==> src/hw/rtl/elrr_pkg.sv <==
// Shared types and constants for the error latch round-robin reporter.
// Holds command codes, field widths and the controller/datapath link structs.
// No dependencies.
package elrr_pkg;

  localparam int unsigned ERROR_COUNT_DEF = 16;
  localparam int unsigned NO_ERROR_ID_DEF = 0;

  localparam int unsigned CMD_W      = 2;
  localparam int unsigned ID_W       = 4;
  localparam int unsigned INTERVAL_W = 20;

  localparam logic [INTERVAL_W-1:0] INTERVAL_RESET = INTERVAL_W'(10000);
  localparam logic [INTERVAL_W-1:0] ELAPSED_MAX    = '1;

  typedef enum logic [CMD_W-1:0] {
    CMD_DETECT = 2'd0,
    CMD_TICK   = 2'd1,
    CMD_QUERY  = 2'd2
  } cmd_e;

  typedef enum logic {
    KIND_STATUS = 1'b0,
    KIND_REPORT = 1'b1
  } kind_e;

  // Controller to datapath
  typedef struct packed {
    logic set_flag;
    logic load_query;
    logic start_tick;
    logic scan_step;
    logic apply_report;
    logic load_out;
  } dp_cmd_t;

  // Datapath to controller
  typedef struct packed {
    logic scan_last;
    logic report_due;
  } dp_status_t;

endpackage

==> src/hw/rtl/elrr_in_if.sv <==
// Request channel of the error latch reporter: valid/ready plus command fields.
// Depends on elrr_pkg.
interface elrr_in_if;
  logic                       valid;
  logic                       ready;
  logic [elrr_pkg::CMD_W-1:0] command;
  logic [elrr_pkg::ID_W-1:0]  fault_id;

  modport source (output valid, output command, output fault_id, input ready);
  modport sink   (input valid, input command, input fault_id, output ready);
endinterface

==> src/hw/rtl/elrr_out_if.sv <==
// Result channel of the error latch reporter: valid/ready plus result fields.
// Depends on elrr_pkg.
interface elrr_out_if;
  logic                      valid;
  logic                      ready;
  logic                      result_kind;
  logic [elrr_pkg::ID_W-1:0] error_id_out;
  logic                      detected;

  modport source (output valid, output result_kind, output error_id_out, output detected,
                  input ready);
  modport sink   (input valid, input result_kind, input error_id_out, input detected,
                  output ready);
endinterface

==> src/hw/rtl/error_latch_round_robin_reporter_core.sv <==
// Error latch round-robin reporter, top level.
// Instantiates elrr_ctrl and elrr_dp; uses elrr_pkg, elrr_in_if and elrr_out_if.
//
// Usage:
//   req_i carries one request: command (detect, tick, query) and fault_id.
//   rsp_o carries one result: result_kind (status or report), error_id_out,
//   detected. cfg_we_i/cfg_wdata_i write report_interval.
//   A detect request sets the sticky flag of its error number, unless that is
//   NO_ERROR_ID or out of range, and gives no result. A query answers with
//   the flag: its id is registered and the result is loaded once the output
//   register is free. A tick advances the saturating millisecond counter and
//   scans the flags one per cycle, then loads a report when one is due.
//   The flag scan uses the single flag read port; one request is worked
//   on at a time.
//   The result sits in an output register: a new request is taken while an
//   earlier result still waits. When the receiver stalls and a second result
//   is ready, the block holds it and takes no request until the register
//   frees up.
//   Reset clears all flags, the report position and the counter, and sets
//   report_interval to 10000.
module error_latch_round_robin_reporter_core #(
  parameter int unsigned ERROR_COUNT = elrr_pkg::ERROR_COUNT_DEF,
  parameter int unsigned NO_ERROR_ID = elrr_pkg::NO_ERROR_ID_DEF
) (
  input  logic                            clk_i,
  input  logic                            rst_ni,
  input  logic                            cfg_we_i,
  input  logic [elrr_pkg::INTERVAL_W-1:0] cfg_wdata_i,
  elrr_in_if.sink                         req_i,
  elrr_out_if.source                      rsp_o
);
  import elrr_pkg::*;

  dp_cmd_t    dp_cmd;
  dp_status_t dp_status;

  elrr_ctrl u_ctrl (
    .clk_i       (clk_i),
    .rst_ni      (rst_ni),
    .in_valid_i  (req_i.valid),
    .in_cmd_i    (req_i.command),
    .in_ready_o  (req_i.ready),
    .out_valid_o (rsp_o.valid),
    .out_ready_i (rsp_o.ready),
    .cmd_o       (dp_cmd),
    .status_i    (dp_status)
  );

  elrr_dp #(
    .ERROR_COUNT (ERROR_COUNT),
    .NO_ERROR_ID (NO_ERROR_ID)
  ) u_dp (
    .clk_i          (clk_i),
    .rst_ni         (rst_ni),
    .cfg_we_i       (cfg_we_i),
    .cfg_wdata_i    (cfg_wdata_i),
    .in_id_i        (req_i.fault_id),
    .cmd_i          (dp_cmd),
    .status_o       (dp_status),
    .result_kind_o  (rsp_o.result_kind),
    .error_id_out_o (rsp_o.error_id_out),
    .detected_o     (rsp_o.detected)
  );

endmodule

==> src/hw/rtl/elrr_ctrl.sv <==
// Controller of the error latch reporter: one-hot state machine and result valid.
// Drives dp_cmd_t to the datapath and reads dp_status_t back. Depends on elrr_pkg.
module elrr_ctrl (
  input  logic                       clk_i,
  input  logic                       rst_ni,
  input  logic                       in_valid_i,
  input  logic [elrr_pkg::CMD_W-1:0] in_cmd_i,
  output logic                       in_ready_o,
  output logic                       out_valid_o,
  input  logic                       out_ready_i,
  output elrr_pkg::dp_cmd_t          cmd_o,
  input  elrr_pkg::dp_status_t       status_i
);
  import elrr_pkg::*;

  typedef enum logic [3:0] {
    ST_IDLE   = 4'b0001,
    ST_SCAN   = 4'b0010,
    ST_DECIDE = 4'b0100,
    ST_EMIT   = 4'b1000
  } state_e;

  state_e state_q, state_d;
  logic   out_valid_q, out_valid_d;
  logic   slot_free;

  assign slot_free   = !out_valid_q || out_ready_i;
  assign in_ready_o  = (state_q == ST_IDLE);
  assign out_valid_o = out_valid_q;

  always_comb begin
    state_d = state_q;
    cmd_o   = '0;
    unique case (state_q)
      ST_IDLE: begin
        if (in_valid_i) begin
          unique case (in_cmd_i)
            CMD_DETECT: cmd_o.set_flag = 1'b1;
            CMD_TICK: begin
              cmd_o.start_tick = 1'b1;
              state_d          = ST_SCAN;
            end
            CMD_QUERY: begin
              cmd_o.load_query = 1'b1;
              state_d          = ST_EMIT;
            end
            default: ;  // unused code: drop
          endcase
        end
      end
      ST_SCAN: begin
        cmd_o.scan_step = 1'b1;
        if (status_i.scan_last) begin
          state_d = ST_DECIDE;
        end
      end
      ST_DECIDE: begin
        if (status_i.report_due) begin
          cmd_o.apply_report = 1'b1;
          state_d            = ST_EMIT;
        end else begin
          state_d = ST_IDLE;
        end
      end
      ST_EMIT: begin
        // hold until the output register can take the result
        if (slot_free) begin
          cmd_o.load_out = 1'b1;
          state_d        = ST_IDLE;
        end
      end
      default: state_d = ST_IDLE;
    endcase
  end

  always_comb begin
    out_valid_d = out_valid_q;
    if (out_valid_q && out_ready_i) begin
      out_valid_d = 1'b0;
    end
    if (cmd_o.load_out) begin
      out_valid_d = 1'b1;
    end
  end

  always_ff @(posedge clk_i or negedge rst_ni) begin
    if (!rst_ni) begin
      state_q     <= ST_IDLE;
      out_valid_q <= 1'b0;
    end else begin
      state_q     <= state_d;
      out_valid_q <= out_valid_d;
    end
  end

endmodule

==> src/hw/rtl/elrr_dp.sv <==
// Datapath of the error latch reporter: flags, interval, elapsed counter,
// serial flag scan, report position and the output register. Depends on elrr_pkg.
module elrr_dp #(
  parameter int unsigned ERROR_COUNT = elrr_pkg::ERROR_COUNT_DEF,
  parameter int unsigned NO_ERROR_ID = elrr_pkg::NO_ERROR_ID_DEF
) (
  input  logic                            clk_i,
  input  logic                            rst_ni,
  input  logic                            cfg_we_i,
  input  logic [elrr_pkg::INTERVAL_W-1:0] cfg_wdata_i,
  input  logic [elrr_pkg::ID_W-1:0]       in_id_i,
  input  elrr_pkg::dp_cmd_t               cmd_i,
  output elrr_pkg::dp_status_t            status_o,
  output logic                            result_kind_o,
  output logic [elrr_pkg::ID_W-1:0]       error_id_out_o,
  output logic                            detected_o
);
  import elrr_pkg::*;

  localparam int unsigned IDX_W = $clog2(ERROR_COUNT);
  localparam int unsigned CNT_W = $clog2(ERROR_COUNT + 1);
  localparam int unsigned AW    = (IDX_W > ID_W) ? IDX_W : ID_W;

  logic [ERROR_COUNT-1:0] flags_q, flags_d;
  logic [INTERVAL_W-1:0]  interval_q;
  logic [INTERVAL_W-1:0]  elapsed_q, elapsed_d;
  logic [IDX_W-1:0]       pos_q, pos_d;

  // scan working registers
  logic [IDX_W-1:0] scan_idx_q, scan_idx_d;
  logic [CNT_W-1:0] cnt_q, cnt_d;
  logic [IDX_W-1:0] first_q, first_d;
  logic [IDX_W-1:0] chosen_q, chosen_d;
  logic             found_q, found_d;

  // pending result
  logic             res_kind_q, res_kind_d;
  logic [ID_W-1:0]  res_id_q, res_id_d;

  logic             out_kind_q;
  logic [ID_W-1:0]  out_id_q;
  logic             out_det_q;

  logic [AW-1:0]    rd_addr;
  logic             rd_bit;
  logic [AW-1:0]    wr_addr;
  logic             wr_ok;
  logic [CNT_W-1:0] pos_ext;
  logic [CNT_W-1:0] pos_next;

  // single flag read port: scan index while scanning, else the pending id
  assign rd_addr = cmd_i.scan_step ? AW'(scan_idx_q) : AW'(res_id_q);
  assign rd_bit  = (32'(rd_addr) < ERROR_COUNT) ? flags_q[rd_addr[IDX_W-1:0]] : 1'b0;

  assign wr_addr = AW'(in_id_i);
  assign wr_ok   = (32'(in_id_i) != NO_ERROR_ID) && (32'(in_id_i) < ERROR_COUNT);

  assign pos_ext  = CNT_W'(pos_q);
  assign pos_next = pos_ext + CNT_W'(1);

  assign status_o.scan_last  = (32'(scan_idx_q) == ERROR_COUNT - 1);
  assign status_o.report_due = (cnt_q != '0) && (elapsed_q > interval_q);

  always_comb begin
    flags_d    = flags_q;
    elapsed_d  = elapsed_q;
    pos_d      = pos_q;
    scan_idx_d = scan_idx_q;
    cnt_d      = cnt_q;
    first_d    = first_q;
    chosen_d   = chosen_q;
    found_d    = found_q;
    res_kind_d = res_kind_q;
    res_id_d   = res_id_q;

    if (cmd_i.set_flag && wr_ok) begin
      flags_d[wr_addr[IDX_W-1:0]] = 1'b1;
    end

    if (cmd_i.load_query) begin
      res_kind_d = KIND_STATUS;
      res_id_d   = in_id_i;
    end

    if (cmd_i.start_tick) begin
      if (elapsed_q != ELAPSED_MAX) begin
        elapsed_d = elapsed_q + INTERVAL_W'(1);
      end
      scan_idx_d = '0;
      cnt_d      = '0;
      first_d    = '0;
      chosen_d   = '0;
      found_d    = 1'b0;
    end

    if (cmd_i.scan_step) begin
      if (rd_bit) begin
        if (cnt_q == '0) begin
          first_d = scan_idx_q;
        end
        if (cnt_q == pos_ext) begin
          chosen_d = scan_idx_q;
          found_d  = 1'b1;
        end
        cnt_d = cnt_q + CNT_W'(1);
      end
      scan_idx_d = scan_idx_q + IDX_W'(1);
    end

    if (cmd_i.apply_report) begin
      elapsed_d  = '0;
      res_kind_d = KIND_REPORT;
      if (cnt_q == CNT_W'(1) || !found_q) begin
        res_id_d = ID_W'(first_q);
      end else begin
        res_id_d = ID_W'(chosen_q);
      end
      // a single set flag leaves the position alone
      if (cnt_q != CNT_W'(1)) begin
        if (!found_q || pos_next >= cnt_q) begin
          pos_d = '0;
        end else begin
          pos_d = pos_q + IDX_W'(1);
        end
      end
    end
  end

  always_ff @(posedge clk_i or negedge rst_ni) begin
    if (!rst_ni) begin
      flags_q    <= '0;
      elapsed_q  <= '0;
      pos_q      <= '0;
      interval_q <= INTERVAL_RESET;
    end else begin
      flags_q   <= flags_d;
      elapsed_q <= elapsed_d;
      pos_q     <= pos_d;
      if (cfg_we_i) begin
        interval_q <= cfg_wdata_i;
      end
    end
  end

  always_ff @(posedge clk_i) begin
    scan_idx_q <= scan_idx_d;
    cnt_q      <= cnt_d;
    first_q    <= first_d;
    chosen_q   <= chosen_d;
    found_q    <= found_d;
    res_kind_q <= res_kind_d;
    res_id_q   <= res_id_d;
    if (cmd_i.load_out) begin
      out_kind_q <= res_kind_q;
      out_id_q   <= res_id_q;
      out_det_q  <= (res_kind_q == KIND_REPORT) ? 1'b0 : rd_bit;
    end
  end

  assign result_kind_o  = out_kind_q;
  assign error_id_out_o = out_id_q;
  assign detected_o     = out_det_q;

endmodule

==> src/flat_wrapper.sv <==
// flat-port wrapper written by rule: the top's interface ports become plain ports
module error_latch_round_robin_reporter_core_flat import elrr_pkg::*;
#(
  parameter int unsigned ERROR_COUNT = elrr_pkg::ERROR_COUNT_DEF,
  parameter int unsigned NO_ERROR_ID = elrr_pkg::NO_ERROR_ID_DEF
)
  (clk_i, rst_ni, cfg_we_i, cfg_wdata_i, req_i_valid, req_i_command, req_i_fault_id, req_i_ready, rsp_o_valid, rsp_o_result_kind, rsp_o_error_id_out, rsp_o_detected, rsp_o_ready);
  elrr_in_if req_i_i ();
  elrr_out_if rsp_o_i ();
  input  logic clk_i;
  input  logic rst_ni;
  input  logic cfg_we_i;
  input  logic [elrr_pkg::INTERVAL_W-1:0] cfg_wdata_i;
  input wire logic [$bits(req_i_i.valid)-1:0] req_i_valid;
  input wire logic [$bits(req_i_i.command)-1:0] req_i_command;
  input wire logic [$bits(req_i_i.fault_id)-1:0] req_i_fault_id;
  output wire logic [$bits(req_i_i.ready)-1:0] req_i_ready;
  output wire logic [$bits(rsp_o_i.valid)-1:0] rsp_o_valid;
  output wire logic [$bits(rsp_o_i.result_kind)-1:0] rsp_o_result_kind;
  output wire logic [$bits(rsp_o_i.error_id_out)-1:0] rsp_o_error_id_out;
  output wire logic [$bits(rsp_o_i.detected)-1:0] rsp_o_detected;
  input wire logic [$bits(rsp_o_i.ready)-1:0] rsp_o_ready;
  assign req_i_i.valid = req_i_valid;
  assign req_i_i.command = req_i_command;
  assign req_i_i.fault_id = req_i_fault_id;
  assign req_i_ready = req_i_i.ready;
  assign rsp_o_valid = rsp_o_i.valid;
  assign rsp_o_result_kind = rsp_o_i.result_kind;
  assign rsp_o_error_id_out = rsp_o_i.error_id_out;
  assign rsp_o_detected = rsp_o_i.detected;
  assign rsp_o_i.ready = rsp_o_ready;
  error_latch_round_robin_reporter_core #(.ERROR_COUNT(ERROR_COUNT), .NO_ERROR_ID(NO_ERROR_ID)) u_core (.clk_i(clk_i), .rst_ni(rst_ni), .cfg_we_i(cfg_we_i), .cfg_wdata_i(cfg_wdata_i), .req_i(req_i_i), .rsp_o(rsp_o_i));
endmodule
==> config.mk <==
export PLATFORM = sky130hd
export DESIGN_NAME = error_latch_round_robin_reporter_core_flat
export DESIGN_NICKNAME = d
export VERILOG_FILES = /design/src/hw/rtl/elrr_pkg.sv /design/src/hw/rtl/elrr_in_if.sv /design/src/hw/rtl/elrr_out_if.sv /design/src/hw/rtl/error_latch_round_robin_reporter_core.sv /design/src/hw/rtl/elrr_ctrl.sv /design/src/hw/rtl/elrr_dp.sv /design/src/flat_wrapper.sv
export SDC_FILE = /design/constraint.sdc
export NUM_CORES = 1
export LEC_CHECK = 0
export ABC_CLOCK_PERIOD_IN_PS = 3590
export BUFFER_PORTS_ARGS = -buffer_cell sky130_fd_sc_hd__buf_2
export CORE_UTILIZATION = 25
export CTS_BUF_LIST = sky130_fd_sc_hd__clkbuf_8
export DETAILED_ROUTE_END_ITERATION = 7
export PLACE_DENSITY = 0.36
export SYNTH_ARGS = -nofsm -noshare
export SYNTH_HDL_FRONTEND = slang
export SYNTH_SLANG_ARGS = --single-unit
==> constraint.sdc <==
create_clock -name clk_i -period 3.59 [get_ports clk_i]
set_input_delay 0 -clock clk_i [delete_from_list [all_inputs] [get_ports clk_i]]
set_output_delay 0 -clock clk_i [all_outputs]
set_load 0.005 [all_outputs]
==> Implementation_results.wiki <==
{| class="wikitable"
! Metric !! Value
|-
| Unrepaired setup endpoints after global routing || false
|-
| Proportion of synthesized chip area in sequential cells || 0.469
|-
| Global placer's final weighted congestion || 0.729
|-
| Area share of the largest cell type after synthesis || 0.294
|-
| Register area || roughly 2400 sq um
|-
| Post-Route WL || 12.7 mm
|-
| Run status || complete, no violations
|-
| Global-route wire length before repair || around 20 mm
|-
| Via count of the first global-routing pass || about 3700
|-
| Max IR drop VDD || around 0.00018 V
|-
| Buffer levels on the longest clock path || 2
|-
| CP Max Fanout || 12
|-
| # port buffers || 38
|-
| Placeable core region || 19600 sq um
|-
| Clk root buf || clkbuf_8
|-
| Area of the multi-input gates || ~2400 sq um
|-
| CP endpoint kind || register
|-
| Final critical path time including I/O delays and setup || between 3000 and 4000 ps
|-
| Synthesized area per cell || between 10 and 15 sq um
|-
| Final worst path period share || 0.869
|-
| Slew at the pin closest to its max-slew limit || ~1000 ps
|-
| First drt pass iteration count || 4
|-
| Final number of hold-violating endpoints || 0
|-
| Full die area || between 20000 and 25000 sq um
|-
| TritonCTS Sinks || 94
|-
| HPWL reported at the end of detailed placement || a little over 9 mm
|-
| Die height || 144 um
|-
| Number of slew-limit violations in the final report || 0
|-
| CTS tree || built
|-
| Number of ports placed on the die boundary || 39
|-
| Final core area utilization || 0.306
|-
| Clock latency of the later-clocked register in the worst-skew pair || between 300 and 400 ps
|-
| Type of origin of the critical path || register
|-
| Count of maximum capacitance violations || 0
|-
| Syn. warnings || 0
|-
| Static leakage || approximately 2.7 nW
|-
| Register clock-pin slew on the reported worst setup and hold paths || ~100 ps
|-
| Relative slew slack || 0.302
|-
| Most area-consuming cells after synthesis || dfrtp_1, edfxtp_1, ha_1
|-
| Effective utilization at floorplan || 0.256
|-
| Post-synth ARST share || 0.691
|-
| Setup Crit Path Kind || reg2reg
|-
| Remaining number of nets flagged by the antenna check after routing || 0
|-
| Syn Nets || approximately 560
|-
| Cell accounting for the most synthesized area || dfrtp_1
|-
| Detailed Route Iter0 Violations || 186
|-
| Diodes inserted || 0
|-
| Mean number of vias per cell || between 4 and 5
|-
| Setup skew after layout || ~11 ps
|-
| Maximum number of pins on one net before global-route repair || 40
|-
| Layout cells sized above 1 || 0.158
|-
| Deepest level of the CTS H-tree || 3
|-
| WP data required || around 3900 ps
|-
| Summed negative setup slack over all endpoints || 0 ps
|-
| Setup repair bufs after CTS || 0
|-
| Wire length per cell after detailed routing || 15.1 um
|-
| Post-layout net count || approximately 630
|-
| Total via count after detailed routing || around 3700
|-
| Count of different cell masters after synthesis || between 60 and 70
|-
| Path category of the worst min-delay check || in2reg
|-
| Number of antenna violations at the first check in global routing || 0
|-
| Flip-flop cell with the highest count after synthesis || dfrtp_1
|-
| Cell count after synthesis || approximately 500
|-
| Number of remaining DRC errors || 0
|-
| Seq cells post-synth || 94
|-
| All-Layer GR Usage || 0.135
|-
| Most numerous cell in the Yosys netlist || dfrtp_1
|-
| Count of endpoints failing setup in the final report || 0
|-
| Rows || 51
|-
| Area added between synthesis and finish || 19.6%
|-
| Fill count || slightly above 2000
|-
| DIE WIDTH || 144 um
|-
| Fmax achieved || between 0.3 and 0.4 GHz
|-
| Overall overflow remaining after global route || 0
|-
| Flop-to-flop setup slack || ~470 ps
|-
| Worst path arrival time || about 3400 ps
|-
| Number of enable-type register cells in the synthesized netlist || 14
|-
| Cts bufs inserted || 9
|-
| Power per unit of standard cell area || 385 nW/um^2
|-
| Ranking of synthesized cells by instance count || dfrtp_1, nand2_1, inv_1
|-
| Post-synthesis cell area || roughly 5000 sq um
|}
## kinds of logic (layout without fill, tap and decap cells)
group,Yosys count,after routing,synth area share
compound gates,84,84,0.107
xor+xnor,26,26,0.0454
fa+ha+maj,31,31,0.0772
buf+inv,58,134,0.0456
flops,94,94,0.469
mux,30,30,0.0745
simple gates,176,176,0.181
## cells in the final DEF, fill, tap and decap left out, types with 3 or more instances in the layout
| cell | n |
|---|---|
| and4_1 | 3 |
| or3_1 | 3 |
| nand4_1 | 8 |
| buf_2 | 38 |
| a21oi_1 | 15 |
| o21bai_1 | 7 |
| mux2i_1 | 19 |
| nor3_1 | 10 |
| xor2_1 | 13 |
| dfxtp_1 | 15 |
| clkbuf_8 | 10 |
| nor2_1 | 39 |
| xnor2_1 | 13 |
| dfstp_2 | 6 |
| mux2_2 | 5 |
| edfxtp_1 | 14 |
| mux4_2 | 4 |
| a21o_1 | 9 |
| nand3_1 | 21 |
| and2_1 | 5 |
| inv_1 | 43 |
| a211oi_1 | 4 |
| o21ai_0 | 30 |
| ha_1 | 31 |
| dlygate4sd3_1 | 28 |
| nor2b_1 | 4 |
| o31ai_1 | 3 |
| buf_4 | 9 |
| dfrtp_1 | 59 |
| and3_1 | 3 |
| nand2_1 | 53 |
| nand2b_1 | 7 |
## what timing repair did
| action | in CTS | in global routing |
|---|---|---|
| endpoints found under the hold margin | 65 | 0 |
| gates resized for setup | 0 | 0 |
| hold buffers | 28 | 0 |
## flip-flops by register name, summed over array words and instances, names as in the netlist, 5 cells and up
name and flops:
u_core.u_dp.elapsed_q 20, u_core.u_dp.interval_q 20, u_core.u_dp.flags_q 16, u_core.u_dp.cnt_q 5
## layout make-up
| cell class | instances | share of cell area |
|---|---|---|
| Inverter | 43 | 0.0269 |
| Clock buffer | 10 | 0.0229 |
| Multi-Input combinational cell | 347 | 0.407 |
| Sequential cell | 94 | 0.392 |
| Clock inverter | 6 | 0.00604 |
| Timing Repair Buffer | 75 | 0.0896 |
| Tap cell | 265 | 0.0552 |
## metal layers
layer,wire length (um),global-route usage,share of wire,vias to the layer above
met5,0,0,0,-
met4,129,0.0336,0.010,0
met3,328,0.0357,0.026,9
met2,6190,0.227,0.49,42
met1,6020,0.170,0.48,1739
li1,-,-,-,1878
## final timing paths
kind	start	to	cells past startpoint
max	u_core.u_ctrl.state_q[3]	u_core.u_dp.cnt_q[2]	8
max in group asynchronous	rst_ni	u_core.u_dp.interval_q[13]	3
min reg2reg	u_core.u_dp.flags_q[0]	u_core.u_dp.flags_q[0]	0
max reg2reg	u_core.u_ctrl.state_q[3]	u_core.u_dp.cnt_q[2]	8
min	req_i_valid	u_core.u_dp.res_kind_q	3
min in group asynchronous	rst_ni	u_core.u_ctrl.out_valid_o	2
## metrics by stage
stage	instance area, sq um	instances	setup WS, ps	power [mW]	hold WS, ps
floorplan	5020	499	811	1.50	-296
detailed placement	5550	796	484	1.65	211
global route	6000	840	290	2.47	47.4
global placement	5550	796	525	1.64	209
finish	6000	840	470	2.31	52.5
CTS	6000	840	435	2.36	19.8
## critical path, cell delays in order, from the launching register on
cell and delay, ps:
dfrtp_1 440, or4b_1 630, mux2i_4 330, mux4_2 350
mux2_4 290, a221oi_2 280, buf_4 240, mux2_2 350
o22ai_1 120
## report_power, final
group | leakage, nW | switching [mW] | internal [mW]
registers | 1.07 | 0.0780 | 1.17
clock network | 0.0838 | 0.400 | 0.268
logic | 1.59 | 0.204 | 0.187
Note: power is estimated with default switching activity, not from simulation.
